## config.mk

```make
export PLATFORM = sky130hd
export DESIGN_NAME = block_buffer_cache_lru
export DESIGN_NICKNAME = d
export VERILOG_FILES = /design/src/bbc_lru_pkg.sv /design/src/block_buffer_cache_lru.sv
export SDC_FILE = /design/constraint.sdc
export NUM_CORES = 2
export LEC_CHECK = 0
export BUFFER_PORTS_ARGS = -buffer_cell sky130_fd_sc_hd__buf_2
export CAP_MARGIN = 5
export CORE_UTILIZATION = 45
export DETAILED_ROUTE_END_ITERATION = 8
export GPL_TIMING_DRIVEN = 1
export PLACE_DENSITY = 0.64
export SYNTH_ARGS = -nofsm -noshare
export SYNTH_HDL_FRONTEND = slang
export SYNTH_SLANG_ARGS = --single-unit
```

## constraint.sdc

```tcl
create_clock -name clk_i -period 5.34 [get_ports clk_i]
set_clock_uncertainty 0.1 [all_clocks]
set_input_delay 0.267 -clock clk_i [delete_from_list [all_inputs] [get_ports clk_i]]
set_output_delay 0.267 -clock clk_i [all_outputs]
set_load 0.01 [all_outputs]
```

## src/bbc_lru_pkg.sv

```systemverilog
// shared types and constants of the lru block buffer cache slot manager
package bbc_lru_pkg;

  localparam int SLOT_COUNT_DEF = 32;
  localparam int KIND_W         = 2;
  localparam int DEV_W          = 8;
  localparam int BLK_W          = 32;
  localparam int SLOT_W         = 5;
  localparam int CNT_W          = 8;
  localparam int STATUS_W       = 2;

  // request kinds
  localparam logic [KIND_W-1:0] KIND_GET     = 2'd0;
  localparam logic [KIND_W-1:0] KIND_RELEASE = 2'd1;
  localparam logic [KIND_W-1:0] KIND_PIN     = 2'd2;
  localparam logic [KIND_W-1:0] KIND_UNPIN   = 2'd3;

  // result status codes
  localparam logic [STATUS_W-1:0] STATUS_OK        = 2'd0;
  localparam logic [STATUS_W-1:0] STATUS_NO_BUF    = 2'd1;
  localparam logic [STATUS_W-1:0] STATUS_UNDERFLOW = 2'd2;

  typedef struct packed {
    logic [KIND_W-1:0] kind;
    logic [DEV_W-1:0]  device;
    logic [BLK_W-1:0]  block_number;
    logic [SLOT_W-1:0] slot_in;
  } req_t;

  typedef struct packed {
    logic [SLOT_W-1:0]   slot_out;
    logic                hit;
    logic                needs_fill;
    logic [STATUS_W-1:0] status;
  } rsp_t;

endpackage

```

## src/block_buffer_cache_lru.sv

```systemverilog
// lru block buffer cache slot manager with reference counts
//
// After reset the block runs an init pass that writes every slot (busy_o high). A request
// transfer happens on a rising edge with start_i high and busy_o low. All slot state sits
// in one memory with one read and one write port, and a single compare unit walks it one
// slot per cycle: a get scans every slot with busy_o high, a release that brings the
// count to zero sweeps the ranks in the same way, other pin, unpin and release requests
// are handled in the ST_OP state, and a pin, unpin or release on a slot beyond the cache
// never raises busy_o. The result shows on rsp_o for one cycle with done_o high, in the
// first cycle with busy_o low again (the cycle after the transfer when busy_o never
// rises); the receiver cannot stall it.
module block_buffer_cache_lru
  import bbc_lru_pkg::*;
#(
  parameter int SLOT_COUNT = SLOT_COUNT_DEF
) (
  input  logic clk_i,
  input  logic rst_ni,
  input  logic start_i,
  output logic busy_o,
  input  req_t req_i,
  output logic done_o,
  output rsp_t rsp_o
);

  localparam int SW = $clog2(SLOT_COUNT);
  localparam logic [SW-1:0] LAST_IDX = SW'(SLOT_COUNT - 1);

  typedef struct packed {
    logic [DEV_W-1:0] dev;
    logic [BLK_W-1:0] blk;
    logic [CNT_W-1:0] cnt;
    logic             vld;
    logic [SW-1:0]    rank;
  } entry_t;

  typedef enum logic [5:0] {
    ST_INIT   = 6'b000001,
    ST_IDLE   = 6'b000010,
    ST_OP     = 6'b000100,
    ST_SCAN   = 6'b001000,
    ST_LAST   = 6'b010000,
    ST_GET_WB = 6'b100000
  } state_e;

  state_e        state_q, state_d;
  logic [SW-1:0] idx_q, idx_d;
  logic [SW-1:0] pidx_q, pidx_d;
  logic          pv_q, pv_d;
  logic          hit_fnd_q, hit_fnd_d;
  logic          vic_fnd_q, vic_fnd_d;
  logic          done_q, done_d;
  req_t          req_q, req_d;
  logic [SW-1:0] sel_q, sel_d;
  logic [SW-1:0] old_rank_q, old_rank_d;
  logic [SW-1:0] hit_idx_q, hit_idx_d;
  logic [SW-1:0] vic_idx_q, vic_idx_d;
  entry_t        hit_ent_q, hit_ent_d;
  entry_t        vic_ent_q, vic_ent_d;
  rsp_t          rsp_q, rsp_d;

  entry_t        mem_q [SLOT_COUNT];
  entry_t        rd_q;
  logic [SW-1:0] rd_addr;
  logic          we;
  logic [SW-1:0] wr_addr;
  entry_t        wr_data;

  logic          in_range;
  logic          tag_match;

  assign in_range  = 32'(req_i.slot_in) < 32'(SLOT_COUNT);
  assign tag_match = (rd_q.dev == req_q.device) && (rd_q.blk == req_q.block_number);

  always_comb begin
    state_d    = state_q;
    idx_d      = idx_q;
    pidx_d     = pidx_q;
    pv_d       = pv_q;
    hit_fnd_d  = hit_fnd_q;
    vic_fnd_d  = vic_fnd_q;
    req_d      = req_q;
    sel_d      = sel_q;
    old_rank_d = old_rank_q;
    hit_idx_d  = hit_idx_q;
    vic_idx_d  = vic_idx_q;
    hit_ent_d  = hit_ent_q;
    vic_ent_d  = vic_ent_q;
    done_d     = 1'b0;
    rsp_d      = rsp_q;
    rd_addr    = idx_q;
    we         = 1'b0;
    wr_addr    = idx_q;
    wr_data    = rd_q;

    // shared compare unit: looks at the slot read in the previous cycle
    if (pv_q && (state_q == ST_SCAN || state_q == ST_LAST)) begin
      if (req_q.kind == KIND_GET) begin
        if (tag_match && (!hit_fnd_q || rd_q.rank < hit_ent_q.rank)) begin
          hit_fnd_d = 1'b1;
          hit_idx_d = pidx_q;
          hit_ent_d = rd_q;
        end
        if (rd_q.cnt == '0 && (!vic_fnd_q || rd_q.rank > vic_ent_q.rank)) begin
          vic_fnd_d = 1'b1;
          vic_idx_d = pidx_q;
          vic_ent_d = rd_q;
        end
      end else begin
        // release sweep: selected slot becomes most recent, younger ones age by one
        we      = 1'b1;
        wr_addr = pidx_q;
        wr_data = rd_q;
        if (pidx_q == sel_q) begin
          wr_data.rank = '0;
          wr_data.cnt  = '0;
        end else if (rd_q.rank < old_rank_q) begin
          wr_data.rank = rd_q.rank + 1'b1;
        end
      end
    end

    unique case (state_q)
      ST_INIT: begin
        we           = 1'b1;
        wr_addr      = idx_q;
        wr_data      = '0;
        wr_data.rank = LAST_IDX - idx_q;
        if (idx_q == LAST_IDX) begin
          idx_d   = '0;
          state_d = ST_IDLE;
        end else begin
          idx_d = idx_q + 1'b1;
        end
      end
      ST_IDLE: begin
        rd_addr = SW'(req_i.slot_in);
        if (start_i) begin
          req_d     = req_i;
          sel_d     = SW'(req_i.slot_in);
          idx_d     = '0;
          pv_d      = 1'b0;
          hit_fnd_d = 1'b0;
          vic_fnd_d = 1'b0;
          if (req_i.kind == KIND_GET) begin
            state_d = ST_SCAN;
          end else if (in_range) begin
            state_d = ST_OP;
          end else begin
            done_d           = 1'b1;
            rsp_d.slot_out   = req_i.slot_in;
            rsp_d.hit        = 1'b0;
            rsp_d.needs_fill = 1'b0;
            rsp_d.status     = STATUS_OK;
          end
        end
      end
      ST_OP: begin
        rsp_d.slot_out   = SLOT_W'(sel_q);
        rsp_d.hit        = 1'b0;
        rsp_d.needs_fill = 1'b0;
        rsp_d.status     = STATUS_OK;
        wr_addr          = sel_q;
        wr_data          = rd_q;
        old_rank_d       = rd_q.rank;
        state_d          = ST_IDLE;
        done_d           = 1'b1;
        if (req_q.kind == KIND_PIN) begin
          we = 1'b1;
          if (rd_q.cnt != '1) begin
            wr_data.cnt = rd_q.cnt + 1'b1;
          end
        end else if (rd_q.cnt == '0) begin
          rsp_d.status = STATUS_UNDERFLOW;
        end else if (req_q.kind == KIND_RELEASE && rd_q.cnt == CNT_W'(1)) begin
          // count reaches zero: the sweep writes the slot and sends the result
          done_d  = 1'b0;
          state_d = ST_SCAN;
        end else begin
          we          = 1'b1;
          wr_data.cnt = rd_q.cnt - 1'b1;
        end
      end
      ST_SCAN: begin
        rd_addr = idx_q;
        pv_d    = 1'b1;
        pidx_d  = idx_q;
        if (idx_q == LAST_IDX) begin
          state_d = ST_LAST;
        end else begin
          idx_d = idx_q + 1'b1;
        end
      end
      ST_LAST: begin
        pv_d = 1'b0;
        if (req_q.kind == KIND_GET) begin
          state_d = ST_GET_WB;
        end else begin
          state_d          = ST_IDLE;
          done_d           = 1'b1;
          rsp_d.slot_out   = SLOT_W'(sel_q);
          rsp_d.hit        = 1'b0;
          rsp_d.needs_fill = 1'b0;
          rsp_d.status     = STATUS_OK;
        end
      end
      ST_GET_WB: begin
        state_d = ST_IDLE;
        done_d  = 1'b1;
        if (hit_fnd_q) begin
          we          = 1'b1;
          wr_addr     = hit_idx_q;
          wr_data     = hit_ent_q;
          wr_data.vld = 1'b1;
          if (hit_ent_q.cnt != '1) begin
            wr_data.cnt = hit_ent_q.cnt + 1'b1;
          end
          rsp_d.slot_out   = SLOT_W'(hit_idx_q);
          rsp_d.hit        = 1'b1;
          rsp_d.needs_fill = ~hit_ent_q.vld;
          rsp_d.status     = STATUS_OK;
        end else if (vic_fnd_q) begin
          we          = 1'b1;
          wr_addr     = vic_idx_q;
          wr_data     = vic_ent_q;
          wr_data.dev = req_q.device;
          wr_data.blk = req_q.block_number;
          wr_data.cnt = CNT_W'(1);
          wr_data.vld = 1'b1;
          rsp_d.slot_out   = SLOT_W'(vic_idx_q);
          rsp_d.hit        = 1'b0;
          rsp_d.needs_fill = 1'b1;
          rsp_d.status     = STATUS_OK;
        end else begin
          rsp_d.slot_out   = '0;
          rsp_d.hit        = 1'b0;
          rsp_d.needs_fill = 1'b0;
          rsp_d.status     = STATUS_NO_BUF;
        end
      end
      default: begin
        state_d = ST_IDLE;
      end
    endcase
  end

  always_ff @(posedge clk_i or negedge rst_ni) begin
    if (!rst_ni) begin
      state_q   <= ST_INIT;
      idx_q     <= '0;
      pv_q      <= 1'b0;
      hit_fnd_q <= 1'b0;
      vic_fnd_q <= 1'b0;
      done_q    <= 1'b0;
    end else begin
      state_q   <= state_d;
      idx_q     <= idx_d;
      pv_q      <= pv_d;
      hit_fnd_q <= hit_fnd_d;
      vic_fnd_q <= vic_fnd_d;
      done_q    <= done_d;
    end
  end

  always_ff @(posedge clk_i) begin
    pidx_q     <= pidx_d;
    req_q      <= req_d;
    sel_q      <= sel_d;
    old_rank_q <= old_rank_d;
    hit_idx_q  <= hit_idx_d;
    vic_idx_q  <= vic_idx_d;
    hit_ent_q  <= hit_ent_d;
    vic_ent_q  <= vic_ent_d;
    rsp_q      <= rsp_d;
  end

  // slot memory, registered read
  always_ff @(posedge clk_i) begin
    if (we) begin
      mem_q[wr_addr] <= wr_data;
    end
    rd_q <= mem_q[rd_addr];
  end

  assign busy_o = (state_q != ST_IDLE);
  assign done_o = done_q;
  assign rsp_o  = rsp_q;

endmodule
```

==> qor.yml <==
synth_area_um2: 74900
final_layout_size_suffix_gt1_share_pct: 12.1
finalWorstPathRequiredPeriod_ns: 4.41
worst_slack_setup_final_ns: 0.928
first_global_vias: 42900
hold_path_class: "in2reg"
worst_pin_slew_ns: 1.14
power.static_leakage_nw: 28.7
cts_sink_count: 1932
ys.flop_type: "edfxtp_1"
root_buffer: "clkbuf_16"
worstSetupEndpointType: "flip-flop"
setup.worst_path.class: "reg2reg"
report.final.setup_viol: 0
maxSlewHeadroom_pct: 23.8
setup.worst_path.start_class: "flip-flop"
synth.distinct_cells: 77
core_area_um2: 165000
most-common-layout-cells: "edfxtp_1 (1,863), nand2_1 (901), mux2i_1 (444), a32oi_1 (421), clkbuf_16 (191)"
synth_warnings: 0
initial_antenna_violation_count: 3
grt_first_pass_wirelength_mm: 306
r2r_setup_slack_ns: 0.93
peakVddDrop_v: 0.000528
final_net_count: 4997
yosysTopAreaCell: "edfxtp_1"
post-dp-hpwl_mm: 125
path_delay_family: "simple AND/OR/NAND/NOR gates"
avgRoutedWirePerCell_um: 29.5
route.detailed.drc: 4
critical_path.reg2reg.endpoint: "mem_q[25][45]$_DFFE_PP_"
layout_commonest_cell: "edfxtp_1"
total_cts_buffers: 190
worst_setup_hold_path_clk_slew_ns: 0.06
max_freq_mhz: 227
finalPower_mw: 46.2
ctsHtreeMaxLevel: 4
viasPerCell: 6.10
flow.area_growth_from_synthesis_pct: 14.7
postRouteAntennaNets: 0
row_count: 149
critical_path_peak_fanout: 30
ys_seq_elements: 1932
unrepaired_setup_endpoints_after_global_routing: "no"
timing.critical_path.buf_inv: 2
die_outline_area_um2: 168000
r2r-start: "state_q[3]$_DFFE_PN0P_"
final.fill_count: 13300
syn-num-nets: 4743
initial_core_util_pct: 45.4
vias: 44400
timing.final.crit_share_pct: 82.6
detail_route.wirelength_mm: 215
postCtsResizedCells: 0
power.density_nw_per_um2: 538
fin_setup_tns_ns: 0
clock_path_buffers: 3
port-buffer-count: 60
yosys-top-cells-area: "edfxtp_1 (75%), mux2i_1 (5.9%), a32oi_1 (4.9%)"
hold-path-cell-count: 2
final_max_slew_viol_count: 0
crit_path_max_cell_delay_ns: 0.64
chipHeight_um: 410
run_status: "finished with violations"
maximum_capacitance_violations: 0
gpl.final_weighted_congestion: 0.893
boundaryPins: 61
synth_edf_count: 1863
global_route.usage.total_pct: 25.2
cts_setup_buffers: 0
worst-endpoint-required_ns: 5.69
timing.critical_path.arrival_ns: 4.77
worst_hold_startpoint: "req_i[16]"
cts_tree: "built"
critPathSlowestCell: "or3b_1"
grt_max_degree: 63
worst_skew_pair.late_latency_ns: 0.85
hold_viol: 0
drtPass1Iterations: 9
detail_route.iter0.violations: 5426
syn-mean-instance-area_um2: 16.0
dieWidth_um: 410
worst_reg2reg_path_depth: 9
hold-path-endpoint: "req_q[16]$_DFFE_PP_"
portion_of_the_post_synthesis_area_used_by_sequential_elements_pct: 76.6
syn_inst: 4672
failed_checks: "design-rule violations"
pre_cts_ws_ns: 0.964
global_route.overflow_total: 0
postSynth.asyncResetShare_pct: 0.776
crit_chain: "or4_1 > or3b_1 > inv_6 > o21ai_2 > nand2b_4 > a31oi_2 > nand2_1 > nor2_4 > buf_4"
synth.top_cell.area_share_pct: 74.7
what timing repair did:
action	CTS	global route
endpoints found under the hold margin	68	0
setup endpoints to repair	0	0
hold buffers	62	0
how the worst max path moves through the flow:
stage | from | to | slack [ns] | cells past startpoint
final | state_q[3]$_DFFE_PN0P_ | mem_q[25][45]$_DFFE_PP_ | 0.93 | 9
after global routing | state_q[1]$_DFFE_PN0P_ | mem_q[29][51]$_DFFE_PP_ | 0.78 | 9
after CTS | state_q[3]$_DFFE_PN0P_ | mem_q[29][51]$_DFFE_PP_ | 0.95 | 9
after detailed placement | state_q[3]$_DFFE_PN0P_ | mem_q[29][39]$_DFFE_PP_ | 0.96 | 9
after global placement | state_q[3]$_DFFE_PN0P_ | mem_q[29][39]$_DFFE_PP_ | 1.01 | 9
after floorplan | state_q[1]$_DFFE_PN0P_ | mem_q[28][0]$_DFFE_PP_ | 0.22 | 11
state kept, by name, summed over array words and instances (netlist names):
name and count:
done_o 1, hit_ent_q 54, hit_fnd_q 1, hit_idx_q 5, idx_q 5, mem_q 1728, old_rank_q 5, pidx_q 5
pv_q 1, rd_q 54, req_q 42, rsp_o 9, sel_q 5, state_q 6, vic_ent_q 5, vic_fnd_q 1
vic_idx_q 5
logic make-up (layout without fill, tap and decap cells):
group,Yosys count,after routing,synth area share [%]
flops,1932,1932,76.6
simple gates,1268,1268,7.25
compound gates,626,626,7.12
mux,446,446,5.96
buf+inv,325,747,2.06
xor+xnor,54,54,0.631
fa+ha+maj,21,21,0.351
other cells,0,1,0
power by group:
part	internal [mW]	switching [mW]	leakage [nW]
combinational	3.57	9.23	8.45
clock	7.34	5.71	2.96
sequential	19.7	0.604	17.3
final cells by class:
cell class                      instances  area [µm²]  share of cell area (%)
Antenna cell                            1        2.50                 0.00291
Clock buffer                          270        5220                    6.07
Clock inverter                         90         862                    1.00
Inverter                               70         272                   0.316
Multi-Input combinational cell       2415       16400                    19.1
Sequential cell                      1932       57400                    66.8
Tap cell                             2189        2740                    3.19
Timing Repair Buffer                  317        3020                    3.52
cells in the mapped netlist, types with 20 or more instances:
library cell	n
mux2i_1	444
o21ai_0	30
ha_1	21
nand3_1	29
a32oi_1	421
buf_4	33
xnor2_1	48
nor2_1	114
a21oi_1	20
dfxtp_1	54
nand2_1	904
clkbuf_1	91
inv_1	66
edfxtp_1	1863
nand4_1	121
buf_2	125
a222oi_1	40
metrics by stage:
step | cells | utilization, % | hold WS, ns | instance area (µm²)
floorplan | 4672 | - | -0.129 | 74900
global placement | 6861 | 48.0 | 0.106 | 79200
detailed placement | 6861 | 48.0 | 0.116 | 79200
CTS | 7283 | 52.0 | 0.00188 | 85900
global route | 7283 | 52.0 | 0.0323 | 85900
finish | 7284 | 52.0 | 0.0413 | 85900
layer usage:
metal,GRT usage [%],wire (µm)
met1,35.0,86200
met2,40.2,101000
met3,4.37,20000
met4,9.10,7210
met5,0,17
Note: power is estimated with default switching activity, not from simulation.
